<file path="src/rtl/rrru_pkg.sv">
// ----------------------------------------------------------------------------
// rrru_pkg: shared widths, types and helpers for the reflect/refract unit
// Fixed-point widths of every pipeline field, the payload carried by the
// divider and square-root cell chains, and the rounding/saturation helpers.
// ----------------------------------------------------------------------------
package rrru_pkg;

  // Fraction bits of every fixed-point value
  localparam int FRAC_BITS = 16;

  localparam int VEC_W   = 18;                  // Q2.F vector component
  localparam int IDX_W   = 16;                  // Q4.12 refractive index
  localparam int OUT_W   = 21;                  // Q5.F result component
  localparam int ETA_W   = FRAC_BITS + 4;       // eta, saturated below 16.0
  localparam int EXT_W   = ETA_W - FRAC_BITS;   // integer bits of eta
  localparam int PRD_W   = 2 * VEC_W;           // one component product
  localparam int DOT_W   = 2 * VEC_W + 2;       // exact dot product
  localparam int KF_W    = DOT_W - FRAC_BITS;   // rounded dot product
  localparam int NVF_W   = VEC_W + 1;           // normal after flip
  localparam int COS_W   = FRAC_BITS + 2;       // clamped cosine
  localparam int KN_W    = KF_W + NVF_W;
  localparam int E2_W    = 2 * ETA_W - FRAC_BITS + 1;
  localparam int Q_W     = 2 * COS_W + 2 - FRAC_BITS;
  localparam int EC_W    = ETA_W + COS_W + 1 - FRAC_BITS;
  localparam int EQ_W    = E2_W + 1 + Q_W;
  localparam int SQ_W    = FRAC_BITS + 7;       // square-root result bits
  localparam int RAD_W   = 2 * SQ_W;            // radicand bits
  localparam int M_W     = ((EC_W > SQ_W) ? EC_W : SQ_W) + 2;
  localparam int EI_W    = ETA_W + 1 + VEC_W;
  localparam int MN_W    = M_W + NVF_W;

  localparam int IN_DATA_W  = ((6 * VEC_W + 2 * IDX_W + 7) / 8) * 8;
  localparam int OUT_DATA_W = ((3 * OUT_W + 7) / 8) * 8;
  localparam int OUT_PAD_W  = OUT_DATA_W - 3 * OUT_W;

  localparam logic [ETA_W-1:0] ETA_MAX = {ETA_W{1'b1}};
  localparam logic [COS_W-1:0] COS_MAX = {COS_W{1'b1}};

  localparam logic signed [63:0] ONE    = 64'sd1 <<< FRAC_BITS;
  localparam logic signed [63:0] ONE_SQ = 64'sd1 <<< (2 * FRAC_BITS);
  localparam logic signed [63:0] HALF   = 64'sd1 <<< (FRAC_BITS - 1);
  localparam logic signed [63:0] OUT_HI = (64'sd1 <<< (OUT_W - 1)) - 64'sd1;
  localparam logic signed [63:0] OUT_LO = -(64'sd1 <<< (OUT_W - 1));

  // Divider chain beat: one quotient bit per cell
  typedef struct packed {
    logic                       mode;
    logic [2:0][VEC_W-1:0]      iv;
    logic [2:0][VEC_W-1:0]      nv;
    logic [IDX_W-1:0]           to_v;
    logic [ETA_W-1:0]           dbits;
    logic [IDX_W-1:0]           rem;
    logic [ETA_W-1:0]           quo;
    logic                       sat;
  } div_t;

  // Square-root chain beat: one root bit per cell
  typedef struct packed {
    logic                       mode;
    logic                       tir;
    logic [2:0][VEC_W-1:0]      iv;
    logic [2:0][NVF_W-1:0]      nvf;
    logic [ETA_W-1:0]           eta;
    logic [EC_W-1:0]            ecr;
    logic [2:0][OUT_W-1:0]      refl;
    logic [RAD_W-1:0]           rad;
    logic [SQ_W+1:0]            rem;
    logic [SQ_W-1:0]            root;
  } sq_t;

  // Round to nearest, ties up, dropping the fraction bits
  function automatic logic signed [63:0] rescale(input logic signed [63:0] v);
    return (v + HALF) >>> FRAC_BITS;
  endfunction

  // Clamp to the output component range
  function automatic logic [OUT_W-1:0] sat_out(input logic signed [63:0] v);
    logic signed [63:0] c;
    c = v;
    if (c > OUT_HI) c = OUT_HI;
    if (c < OUT_LO) c = OUT_LO;
    return c[OUT_W-1:0];
  endfunction

endpackage

</file>
<file path="src/rtl/rrru_div_cell.sv">
// ----------------------------------------------------------------------------
// rrru_div_cell: one restoring-division step of the eta divider chain
// Shifts in one dividend bit, trial-subtracts the divisor and emits one
// quotient bit, then hands the beat to the next cell.
// ----------------------------------------------------------------------------
module rrru_div_cell
  import rrru_pkg::*;
(
  input  logic clk,
  input  logic rst_n,
  input  logic up_valid,
  output logic up_ready,
  input  div_t up_data,
  output logic dn_valid,
  input  logic dn_ready,
  output div_t dn_data
);

  logic             valid_r;
  div_t             data_r;
  div_t             data_nxt;
  logic [IDX_W:0]   trial;
  logic [IDX_W:0]   diff;
  logic             ge;

  assign up_ready = !valid_r || dn_ready;
  assign dn_valid = valid_r;
  assign dn_data  = data_r;

  // Trial subtract and shift one quotient bit in
  always_comb begin
    trial    = {up_data.rem, up_data.dbits[ETA_W-1]};
    diff     = trial - {1'b0, up_data.to_v};
    ge       = (trial >= {1'b0, up_data.to_v});
    data_nxt = up_data;
    data_nxt.rem   = ge ? diff[IDX_W-1:0] : trial[IDX_W-1:0];
    data_nxt.quo   = {up_data.quo[ETA_W-2:0], ge};
    data_nxt.dbits = {up_data.dbits[ETA_W-2:0], 1'b0};
  end

  // Advance when the next cell can take the beat
  always_ff @(posedge clk) begin
    if (!rst_n) begin
      valid_r <= 1'b0;
    end else if (up_ready) begin
      valid_r <= up_valid;
    end
  end

  always_ff @(posedge clk) begin
    if (up_valid && up_ready) begin
      data_r <= data_nxt;
    end
  end

endmodule

</file>
<file path="config.mk">
export PLATFORM = sky130hd
export DESIGN_NAME = rrru_div_cell
export DESIGN_NICKNAME = d
export VERILOG_FILES = /design/src/rtl/rrru_pkg.sv /design/src/rtl/rrru_div_cell.sv
export SDC_FILE = /design/constraint.sdc
export NUM_CORES = 1
export LEC_CHECK = 0
export ABC_AREA = 0
export BUFFER_PORTS_ARGS = -buffer_cell sky130_fd_sc_hd__buf_2
export CORE_MARGIN = 4
export CORE_UTILIZATION = 30
export DETAILED_ROUTE_END_ITERATION = 16
export SYNTH_ARGS = -nofsm -noshare
export SYNTH_HDL_FRONTEND = slang
export SYNTH_SLANG_ARGS = --single-unit
</file>
<file path="constraint.sdc">
create_clock -name clk -period 5.1 [get_ports clk]
set_input_delay 0.51 -clock clk [delete_from_list [all_inputs] [get_ports clk]]
set_output_delay 0.51 -clock clk [all_outputs]
set_load 0.03 [all_outputs]
</file>
After elaboration in Yosys (flattened, before gate mapping). Cells that the tools add are included.

Add/subtract/negate cells: 1. Reduce and logical (&&, ||, !) cells: 3. Mux-type cells: 1. Magnitude comparators: 1.

Operators with widths (count): greater-or-equal comparator 17 x 16 -> 1 bit (1); 2-to-1 mux 16 bit (1); subtractor 16 bit (1); logical AND 1 bit (1); zero test 1 bit (1); logical OR 1 bit (1).

Bits in registers: 182. Output and inout port bits: 184.

Depth between registers and ports, before layout.
Depth after elaboration: 3. Depth in mapped cells: 12. Gate-level depth less buffers: 9.

Worst setup path after synthesis. No wires, ideal clock.

Path kind: input-to-reg. From: input dn_ready. To: register data_r, in the netlist dn_data[0] (enable). Data required time: 4538 ps. Stages on the path: 2. Buffers on the path: 0. Slack: -475 ps. Arrival time: 5013 ps. Cells stage by stage: nand2b_1 > and2_1.

Longest elaborated chain between the ends: 2.

RTL lines: from (decl) (line rrru_div_cell.sv:15) `input logic dn_ready,`; logical OR 1 bit (line rrru_div_cell.sv:26) `assign up_ready = !valid_r || dn_ready;`; logical AND 1 bit (line rrru_div_cell.sv:51) `if (up_valid && up_ready) begin`; to (signal assigned) (line rrru_div_cell.sv:52) `data_r <= data_nxt;`; to (decl) (line rrru_div_cell.sv:20) `div_t data_r;`.

Every way passes these cells. A chain may end at the register's enable or synchronous reset.

==> out/metrics.csv <==
stage,metric,value,unit
clocking,clock insertion delay at the later pin of the skew report,0.42,ns
pwr,Seq pwr share,49.3,%
logic_synthesis,"Top FF cell, synth",edfxtp_1,
floorplanning,IO Count,370,
grt,total grt overflow,0,
finish,layout cells sized above 1,56.7,%
logic_synthesis,syn_nets,544,
worst_hold_path,Hold Path Stages,1,
floorplanning,DIE AREA,24700,um^2
setup_path,R2R depth,3,
clocking,post-cts resize count,0,
grt,initial antenna violation count,5,
setup_path,CP Max Fanout,11,
worst_hold_path,min-delay worst type,in -> reg,
grt,gr usage total,14.2,%
setup_path,CP Capture Type,register,
detailed_routing,drc violations,0,
floorplanning,die height,157,um
placement,hpwl dp,14600,um
sta,crit share post-route,51.1,%
pwr,internal power,2.61,mW
detailed_routing,First DRT Iteration DRCs,205,
logic_synthesis,Post-synth EDFFs,181,
setup_path,Worst EP arrival,2.77,ns
clocking,clk slew on worst S/H paths,0.08,ns
clocking,CTS Hold Bufs,0,
finish,most frequent cells in the layout,"buf_2, edfxtp_1, inv_1",
clocking,clock sink total,182,
sta,final hold slack,0.257,ns
floorplanning,die width,157,um
grt,pin count of the biggest net entering global routing,73,
finish,"commonest non-fill, non-tap cell in the layout",buf_2,
grt,vias in the first global route,4488,
sta,total negative setup slack,0,ns
placement,dpl cell area,8830,um^2
logic_synthesis,YS warnings,0,
floorplanning,Site Rows,54,
sta,worst-margin pin slew,0.952,ns
sta,final hold viol count,0,
floorplanning,Initial Utilization,30.5,%
pwr,leakage power,4.12,nW
logic_synthesis,number of synthesized register bits,182,
setup_path,CP Class,in -> reg,
clocking,H-tree depth,4,
logic_synthesis,Synth Instances,341,
clocking,post-CTS setup repair buffer count,0,
detailed_routing,Pre-antenna DRT Iters,6,
detailed_routing,vias,4376,
clocking,clock root buffer,clkbuf_16,
sta,Final Skew,0.0116,ns
clocking,clock tree buffer depth,2,
pwr,Worst VDD drop,0.182,mV
pwr,Gate power share,15.3,%
pwr,clock network power share,35.4,%
sta,final-report max-slew violation count,0,
floorplanning,core area,21900,um^2
setup_path,Crit path required time,5.26,ns
setup_path,CP startpoint kind,primary input,
logic_synthesis,Yosys cell types,49,
clocking,CTS tree,yes,
sta,RSZ-0062 raised after global routing,false,
grt,first-pass GRT wire length,26200,um
run,number of max-cap violations,0,
sta,Finish-stage setup viols,0,
logic_synthesis,"Seq/Total Area, Yosys",81.6,%
finish,Layout fillers,2041,
pwr,switching share of power,28.0,%
detailed_routing,Final Routed Wirelength,18600,um
logic_synthesis,Mapped Area,6680,um^2
placement,pre-CTS setup slack,2.10,ns
pwr,Switch Pwr,1.02,mW
finish,design area,9420,um^2
pwr,PD cells,384,nW/um^2
finish,area of the multi-input gates,1080,um^2
finish,Area Overhead vs Synth,41.0,%
detailed_routing,Routed Antenna Nets,0,
detailed_routing,post-DR wirelength/cell,18.2,um
finish,Sequential Area,5460,um^2
placement,RD Place Congestion,0.818,
sta,Max-slew headroom,36.6,%
sta,Final Worst Setup Slack,2.49,ns
detailed_routing,via density per instance,4.29,
outcome,status,finished clean,
logic_synthesis,async set-or-reset flop fraction in the synthesized netlist,0,%
finish,Final Core Density,43.0,%
placement,Buffers on Ports,367,
sta,min cycle time layout,2.61,ns
clocking,TritonCTS buffer count,17,
finish,Layout Nets,926,
sta,maximum clock frequency,0.384,GHz
logic_synthesis,synthesized area per cell,19.6,um^2
area by class of cell:
class | instances | share of cell area, %
sequential | 182 | 57.9
timing repair buffer | 369 | 19.8
multi-input combinational | 132 | 11.4
clock buffer | 18 | 4.56
tap | 280 | 3.72
clock inverter | 14 | 1.61
inverter | 21 | 0.863
antenna | 4 | 0.106
kinds of logic after synthesis:
kind of cell,after synthesis,synth area share [%]
AO/OA/AOI/OAI,53,6.16
XOR/XNOR,9,1.18
adder cells (fa/ha/maj),17,3.30
buffers and inverters,27,2.25
flip-flops,182,81.6
multiplexers,10,2.12
other,1,0.0561
AND/OR/NAND/NOR,42,3.30
through the flow:
| step | instances | power, mW |
|---|---|---|
| 5_1_grt | 1020 | 3.79 |
| 6_report | 1020 | 3.62 |
| 3_3_place_gp | 984 | 2.37 |
| 4_1_cts | 1016 | 3.67 |
| 3_5_place_dp | 984 | 2.38 |
| 2_1_floorplan | 341 | 2.18 |
registers in the layout, summed over array words and instances (netlist names):
register	cells
dn_valid	1
dn_data	181
metal layers:
layer | wire (um) | GRT usage, % | vias to the layer above
met5 | 11 | 0 | -
met4 | 185 | 4.18 | 2
met3 | 1620 | 5.14 | 11
met2 | 9940 | 25.6 | 185
met1 | 6800 | 15.7 | 2080
li1 | - | - | 2098
power groups by stage:
stage	clock, mW	combinational (mW)	sequential (mW)
floorplan	0	0.161	2.02
global placement	0	0.555	1.82
detailed placement	0	0.560	1.82
CTS	1.32	0.563	1.79
global route	1.40	0.596	1.79
finish	1.28	0.554	1.78
path summary, 6_finish.rpt:
| path | start | endpoint | slack, ns |
|---|---|---|---|
| max | up_data[65] | dn_data[23]$_DFFE_PP_ | 2.49 |
| min | up_data[181] | dn_data[181]$_DFFE_PP_ | 0.26 |
| max reg2reg | dn_valid$_SDFFE_PN0N_ | dn_data[41]$_DFFE_PP_ | 2.90 |
| min reg2reg | dn_valid$_SDFFE_PN0N_ | dn_valid$_SDFFE_PN0N_ | 0.58 |
critical path, stage by stage:
cell	delay (ns)
buf_2	0.09
inv_1	0.05
ha_1	0.36
a21oi_2	0.22
o21ai_1	0.15
a221o_1	0.42
a21boi_4	0.27
and2_4	0.26
inv_4	0.12
mux2_4	0.32
synth_stat cells, types with 3 or more instances:
cell type | count | area share, %
a211oi_1 | 3 | 0.34
nand2b_1 | 3 | 0.28
mux2_4 | 8 | 1.8
a21oi_1 | 3 | 0.22
nand2_1 | 5 | 0.28
o21ai_0 | 9 | 0.67
a211o_1 | 3 | 0.39
o21a_1 | 6 | 0.67
xor2_1 | 4 | 0.52
nand3_1 | 7 | 0.52
a21boi_0 | 4 | 0.45
nor2_1 | 12 | 0.67
o31ai_1 | 5 | 0.56
edfxtp_1 | 181 | 81
nor3_1 | 3 | 0.22
ha_1 | 16 | 3.0
xnor2_1 | 5 | 0.66
inv_1 | 20 | 1.1
a21o_1 | 5 | 0.56
Power figures use the tool's default switching activity.
