$ cat config.mk
export PLATFORM = sky130hd
export DESIGN_NAME = rrru_sqrt_cell
export DESIGN_NICKNAME = d
export VERILOG_FILES = /design/src/rtl/rrru_pkg.sv /design/src/rtl/rrru_sqrt_cell.sv
export SDC_FILE = /design/constraint.sdc
export NUM_CORES = 1
export LEC_CHECK = 0
export BUFFER_PORTS_ARGS = -buffer_cell sky130_fd_sc_hd__buf_2
export CORE_AREA = 2 2 246 248
export DETAILED_ROUTE_END_ITERATION = 7
export DIE_AREA = 0 0 248 250
export PLACE_DENSITY = 0.5
export SYNTH_ARGS = -nofsm -noshare
export SYNTH_HDL_FRONTEND = slang
export SYNTH_SLANG_ARGS = --single-unit
$ cat constraint.sdc
create_clock -name clk -period 13.47 [get_ports clk]
set_clock_uncertainty 0.2 [all_clocks]
set_input_delay 2.694 -clock clk [delete_from_list [all_inputs] [get_ports clk]]
set_output_delay 2.694 -clock clk [all_outputs]
set_load 0.02 [all_outputs]
$ cat src/rtl/rrru_pkg.sv
// ----------------------------------------------------------------------------
// rrru_pkg: shared widths, types and helpers for the reflect/refract unit
// Fixed-point widths of every pipeline field, the payload carried by the
// divider and square-root cell chains, and the rounding/saturation helpers.
// ----------------------------------------------------------------------------
package rrru_pkg;

  // Fraction bits of every fixed-point value
  localparam int FRAC_BITS = 16;

  localparam int VEC_W   = 18;                  // Q2.F vector component
  localparam int IDX_W   = 16;                  // Q4.12 refractive index
  localparam int OUT_W   = 21;                  // Q5.F result component
  localparam int ETA_W   = FRAC_BITS + 4;       // eta, saturated below 16.0
  localparam int EXT_W   = ETA_W - FRAC_BITS;   // integer bits of eta
  localparam int PRD_W   = 2 * VEC_W;           // one component product
  localparam int DOT_W   = 2 * VEC_W + 2;       // exact dot product
  localparam int KF_W    = DOT_W - FRAC_BITS;   // rounded dot product
  localparam int NVF_W   = VEC_W + 1;           // normal after flip
  localparam int COS_W   = FRAC_BITS + 2;       // clamped cosine
  localparam int KN_W    = KF_W + NVF_W;
  localparam int E2_W    = 2 * ETA_W - FRAC_BITS + 1;
  localparam int Q_W     = 2 * COS_W + 2 - FRAC_BITS;
  localparam int EC_W    = ETA_W + COS_W + 1 - FRAC_BITS;
  localparam int EQ_W    = E2_W + 1 + Q_W;
  localparam int SQ_W    = FRAC_BITS + 7;       // square-root result bits
  localparam int RAD_W   = 2 * SQ_W;            // radicand bits
  localparam int M_W     = ((EC_W > SQ_W) ? EC_W : SQ_W) + 2;
  localparam int EI_W    = ETA_W + 1 + VEC_W;
  localparam int MN_W    = M_W + NVF_W;

  localparam int IN_DATA_W  = ((6 * VEC_W + 2 * IDX_W + 7) / 8) * 8;
  localparam int OUT_DATA_W = ((3 * OUT_W + 7) / 8) * 8;
  localparam int OUT_PAD_W  = OUT_DATA_W - 3 * OUT_W;

  localparam logic [ETA_W-1:0] ETA_MAX = {ETA_W{1'b1}};
  localparam logic [COS_W-1:0] COS_MAX = {COS_W{1'b1}};

  localparam logic signed [63:0] ONE    = 64'sd1 <<< FRAC_BITS;
  localparam logic signed [63:0] ONE_SQ = 64'sd1 <<< (2 * FRAC_BITS);
  localparam logic signed [63:0] HALF   = 64'sd1 <<< (FRAC_BITS - 1);
  localparam logic signed [63:0] OUT_HI = (64'sd1 <<< (OUT_W - 1)) - 64'sd1;
  localparam logic signed [63:0] OUT_LO = -(64'sd1 <<< (OUT_W - 1));

  // Divider chain beat: one quotient bit per cell
  typedef struct packed {
    logic                       mode;
    logic [2:0][VEC_W-1:0]      iv;
    logic [2:0][VEC_W-1:0]      nv;
    logic [IDX_W-1:0]           to_v;
    logic [ETA_W-1:0]           dbits;
    logic [IDX_W-1:0]           rem;
    logic [ETA_W-1:0]           quo;
    logic                       sat;
  } div_t;

  // Square-root chain beat: one root bit per cell
  typedef struct packed {
    logic                       mode;
    logic                       tir;
    logic [2:0][VEC_W-1:0]      iv;
    logic [2:0][NVF_W-1:0]      nvf;
    logic [ETA_W-1:0]           eta;
    logic [EC_W-1:0]            ecr;
    logic [2:0][OUT_W-1:0]      refl;
    logic [RAD_W-1:0]           rad;
    logic [SQ_W+1:0]            rem;
    logic [SQ_W-1:0]            root;
  } sq_t;

  // Round to nearest, ties up, dropping the fraction bits
  function automatic logic signed [63:0] rescale(input logic signed [63:0] v);
    return (v + HALF) >>> FRAC_BITS;
  endfunction

  // Clamp to the output component range
  function automatic logic [OUT_W-1:0] sat_out(input logic signed [63:0] v);
    logic signed [63:0] c;
    c = v;
    if (c > OUT_HI) c = OUT_HI;
    if (c < OUT_LO) c = OUT_LO;
    return c[OUT_W-1:0];
  endfunction

endpackage

$ cat src/rtl/rrru_sqrt_cell.sv
// ----------------------------------------------------------------------------
// rrru_sqrt_cell: one digit step of the integer square-root chain
// Brings down two radicand bits, trial-subtracts 4*root+1 and emits one
// root bit, then hands the beat to the next cell.
// ----------------------------------------------------------------------------
module rrru_sqrt_cell
  import rrru_pkg::*;
(
  input  logic clk,
  input  logic rst_n,
  input  logic up_valid,
  output logic up_ready,
  input  sq_t  up_data,
  output logic dn_valid,
  input  logic dn_ready,
  output sq_t  dn_data
);

  logic              valid_r;
  sq_t               data_r;
  sq_t               data_nxt;
  logic [SQ_W+3:0]   cur;
  logic [SQ_W+3:0]   sub;
  logic [SQ_W+3:0]   diff;
  logic              ge;

  assign up_ready = !valid_r || dn_ready;
  assign dn_valid = valid_r;
  assign dn_data  = data_r;

  // Trial subtract and shift one root bit in
  always_comb begin
    cur      = {up_data.rem, up_data.rad[RAD_W-1 -: 2]};
    sub      = {2'b00, up_data.root, 2'b01};
    diff     = cur - sub;
    ge       = (cur >= sub);
    data_nxt = up_data;
    data_nxt.rem  = ge ? diff[SQ_W+1:0] : cur[SQ_W+1:0];
    data_nxt.root = {up_data.root[SQ_W-2:0], ge};
    data_nxt.rad  = {up_data.rad[RAD_W-3:0], 2'b00};
  end

  // Advance when the next cell can take the beat
  always_ff @(posedge clk) begin
    if (!rst_n) begin
      valid_r <= 1'b0;
    end else if (up_ready) begin
      valid_r <= up_valid;
    end
  end

  always_ff @(posedge clk) begin
    if (up_valid && up_ready) begin
      data_r <= data_nxt;
    end
  end

endmodule

Word-level counts from Yosys, hierarchy flattened

Index checks and enable logic that the tools add are counted.

Register bits after elaboration: 312
Input bits: 317
Word-level logic and storage cells: 23
Output and inout port bits: 315

Reductions and logical operators: 3
Muxes and demuxes: 1
$add $sub $neg: 1
$lt $le $gt $ge: 1

Operator list:

| kind                           | count |
|---|---|
| >= comparator 27 x 25 -> 1 bit | 1 |
| 2-to-1 mux 25 bit              | 1 |
| subtractor 25 bit              | 1 |
| logical AND 1 bit              | 1 |
| zero test 1 bit                | 1 |
| logical OR 1 bit               | 1 |

Logic depth before layout (Yosys ltp)

Word-level depth: 3
Mapped depth: 11
Gate-level depth less buffers: 9

Least setup slack after synthesis

No wires, ideal clock.

Kind: input-to-reg
Start: input dn_ready
End: register data_r, in the netlist dn_data[0], enable pin
Data arrival time: 10.034 ns
Cell stages on the path: 2
Path slack: 2.525 ns
Required time: 12.559 ns
Buffers on the path: 0
Library setup time: 0.711 ns
Cells stage by stage: nand2b_1 > and2_1

Cells in the longest elaborated chain, start to end: 2

RTL lines:

| item                 | RTL line             | source |
|---|---|---|
| start, declared      | rrru_sqrt_cell.sv:15 | `input logic dn_ready,` |
| logical OR 1 bit     | rrru_sqrt_cell.sv:27 | `assign up_ready = !valid_r \|\| dn_ready;` |
| logical AND 1 bit    | rrru_sqrt_cell.sv:53 | `if (up_valid && up_ready) begin` |
| end signal, assigned | rrru_sqrt_cell.sv:54 | `data_r <= data_nxt;` |
| end, declared        | rrru_sqrt_cell.sv:20 | `sq_t data_r;` |

Every way passes these cells.
A chain may end at the register's enable or synchronous reset.

Worst setup path after layout

Start: input dn_ready
End: output up_ready

Cells in the longest elaborated chain, start to end: 1

RTL lines:

| item             | RTL line             | source |
|---|---|---|
| logical OR 1 bit | rrru_sqrt_cell.sv:27 |  |
| end, declared    | rrru_sqrt_cell.sv:12 | `output logic up_ready,` |

Every way passes these cells.

==> out/qor.tcl <==
set qor(ys_seq_elements) 312
set qor(clk_pin_slew_worst_paths_ns) 0.06
set qor(post_cts_hold_buffer_count) 0
set qor(floorplan.initialDensity_pct) 19.0
set qor(cts_post_setup_buffers_inserted) 0
set qor(cts-root-buf) {sky130_fd_sc_hd__clkbuf_16}
set qor(synth_area_sq_um) 11300
set qor(floorplan.die_area_sq_um) 62000
set qor(fmaxAchievable_mhz) 165
set qor(register_area_sq_um) 9360
set qor(clk_path_buf_depth) 3
set qor(post-route-drc-count) 0
set qor(critical-path-slowest-cell) {sky130_fd_sc_hd__nand2b_1}
set qor(final-setup-viol-count) 0
set qor(netlist_instances) 574
set qor(first_global_vias) 7958
set qor(cts_tree) {yes}
set qor(finalSetupTns_ns) 0
set qor(worstPathCellList) {buf_2, nand2b_1, buf_2}
set qor(power.density_nw_per_um2) 149
set qor(port-buffer-count) 629
set qor(vias_after_detailed_routing) 7794
set qor(critical_path_required_ns) 10.58
set qor(ys.warnings.count) 0
set qor(route.detailed.vias_per_inst) 3.80
set qor(grt_first_pass_wirelength_um) 54600
set qor(dp_hpwl_um) 32400
set qor(critical_path.endpoint_type) {output port}
set qor(ys_types) 55
set qor(drv_cap) 0
set qor(placeableCoreArea_sq_um) 59600
set qor(min_path_type) {flip-flop to flip-flop}
set qor(power.leakage_nw) 7.05
set qor(finalHoldViolCount) 0
set qor(number_of_synthesized_flops_with_an_enable_pin) 311
set qor(global_route.usage.total_pct) 12.3
set qor(die_height_um) 250
set qor(post-route-cell-area_sq_um) 16600
set qor(final_cells) 2053
set qor(htreeDepth) 2
set qor(gp_congestion) 0.847
set qor(grt_antenna_before_repair) 28
set qor(setup_repair_after_global_routing_missed_its_margin) {false}
set qor(sequential_cell_area_fraction_in_the_yosys_report_pct) 82.7
set qor(drive_above_1_share_pct) 56.5
set qor(insertion_delay_ns) 0.53
set qor(post_cts_resized) 0
set qor(critical_path.max_stage_delay_ns) 0.19
set qor(final_common_cell) {sky130_fd_sc_hd__buf_2}
set qor(filler_cell_count) 6158
set qor(arrival_ns) 3.18
set qor(finalNetCount) 1580
set qor(peakVddDrop_uv) 104
set qor(placed_cells_incl_taps) 1981
set qor(worst-slew-pin-transition_ns) 1.12
set qor(outcome) {completed}
set qor(path_delay_family) {buffers and inverters}
set qor(final_min_period_over_clock_period_pct) 45.1
set qor(gr-total-overflow) 0
set qor(timing.critical_path.fanout_max) 3
set qor(multiInputGateArea_sq_um) 1770
set qor(io-pin-count) 632
set qor(detailed_place.area_sq_um) 15400
set qor(sinks_on_the_clock_net) 312
set qor(grt_max_degree) 86
set qor(row_count) 90
set qor(ant_nets) 0
set qor(mostFrequentLayoutCells) {sky130_fd_sc_hd__buf_2 (629), sky130_fd_sc_hd__edfxtp_1 (311), sky130_fd_sc_hd__clkbuf_16 (38)}
set qor(slew_violations) 0
set qor(worst-path-buf-inv) 2
set qor(worstSetupPathType) {primary input to output port}
set qor(critPathLaunchType) {primary input}
set qor(detail_route.wirelength_um) 40400
set qor(synthToLayoutAreaGrowth_pct) 46.9
set qor(slew_headroom_pct) 25.1
set qor(drtIter0Drc) 465
set qor(wire_per_inst_um) 19.7
set qor(synth_top_flop_cell) {sky130_fd_sc_hd__edfxtp_1}
set qor(cts_inserted_buffers) 37
set qor(post_synth.cell_area_avg_sq_um) 19.7
set qor(cp_common_cell) {sky130_fd_sc_hd__buf_2}
set qor(timing.final.crit_period_ns) 6.08
set qor(die_x_um) 248
set qor(hold_ws_ns) 0.395
set qor(drt_pass1_iterations) 4
set qor(async_reset_ff_share_pct) 0
==> worst min-delay path, stage by stage (launching register included) <==
cell and delay, ns:
sky130_fd_sc_hd__dfxtp_1 0.31, sky130_fd_sc_hd__nand2b_1 0.14, sky130_fd_sc_hd__a21boi_0 0.10
==> synth_stat cells, types with 3 or more instances <==
library cell / number / area [sq um]
sky130_fd_sc_hd__nor2b_1: 3 / 18.8
sky130_fd_sc_hd__nand2b_1: 3 / 18.8
sky130_fd_sc_hd__o21ai_0: 11 / 55.1
sky130_fd_sc_hd__edfxtp_1: 311 / 9340
sky130_fd_sc_hd__nand2_1: 15 / 56.3
sky130_fd_sc_hd__a211oi_1: 4 / 30.0
sky130_fd_sc_hd__nor3_1: 4 / 20.0
sky130_fd_sc_hd__o21a_1: 9 / 67.6
sky130_fd_sc_hd__xor2_1: 6 / 52.6
sky130_fd_sc_hd__nor2_1: 20 / 75.1
sky130_fd_sc_hd__or3_1: 4 / 25.0
sky130_fd_sc_hd__inv_1: 34 / 128
sky130_fd_sc_hd__xnor2_1: 12 / 105
sky130_fd_sc_hd__nand4_1: 3 / 18.8
sky130_fd_sc_hd__and4_1: 3 / 26.3
sky130_fd_sc_hd__mux2_2: 5 / 56.3
sky130_fd_sc_hd__o211ai_1: 3 / 22.5
sky130_fd_sc_hd__mux2i_1: 3 / 30.0
sky130_fd_sc_hd__a21oi_1: 16 / 80.1
sky130_fd_sc_hd__a221oi_1: 4 / 35.0
sky130_fd_sc_hd__a21o_1: 7 / 52.6
sky130_fd_sc_hd__buf_2: 3 / 15.0
sky130_fd_sc_hd__nand3_1: 8 / 40.0
sky130_fd_sc_hd__and3_1: 4 / 25.0
sky130_fd_sc_hd__mux2_4: 15 / 225
sky130_fd_sc_hd__ha_1: 25 / 313
sky130_fd_sc_hd__and2_1: 4 / 25.0
==> report_power, final <==
part	switching (W)	internal, W	total, W
registers	0.0000160	0.00115	0.00116
logic	0.000205	0.000122	0.000327
clock network	0.000395	0.000594	0.000989
==> state kept, by name, summed over array words and instances (netlist names) <==
name	count
dn_data	311
dn_valid	1
==> routing by layer <==
metal	vias up	track usage (%)	share of wire (%)	routed length (um)
met5	-	0	0.27	108
met4	16	4.31	2.5	1020
met3	88	5.39	11	4540
met2	372	21.3	50	20400
met1	3750	13.1	36	14400
li1	3568	-	-	-
==> per-stage QoR <==
step	setup WS [ns]	utilization, %	power [W]
6_report	7.39	27.9	0.00248
5_1_grt	7.35	27.9	0.00259
4_1_cts	7.37	27.9	0.00253
3_5_place_dp	7.37	25.9	0.00152
3_3_place_gp	7.37	25.9	0.00151
2_1_floorplan	2.52	-	0.00138
==> worst paths after layout <==
path	startpoint	endpoint	slack, ns	cells past startpoint
max	dn_ready	up_ready	7.39	3
min	dn_valid$_SDFFE_PN0N_	dn_valid$_SDFFE_PN0N_	0.40	2
max reg2reg	dn_valid$_SDFFE_PN0N_	dn_data[237]$_DFFE_PP_	10.34	4
min reg2reg	dn_valid$_SDFFE_PN0N_	dn_valid$_SDFFE_PN0N_	0.40	2
==> cell type report <==
cell class                 count  area share (%)
tap                          782            5.89
clock buffer                  46            5.90
antenna                        8           0.120
multi-input combinational    219            10.6
timing repair buffer         634            19.2
sequential                   312            56.3
clock inverter                18            1.22
inverter                      34           0.768
==> logic make-up (layout without fill, tap and decap cells) <==
kind of cell | Yosys count | in the layout | share of synthesized area (%)
buffers and inverters | 44 | 732 | 1.69
xor gates and xnor gates | 18 | 18 | 1.39
muxes | 23 | 23 | 2.75
DFF | 312 | 312 | 82.7
and+or+nand+nor | 74 | 74 | 3.33
AOI/OAI and AO/OA | 77 | 77 | 5.31
other | 1 | 10 | 0.0331
adders and majority gates | 25 | 25 | 2.76
Power figures use the tool's default switching activity.
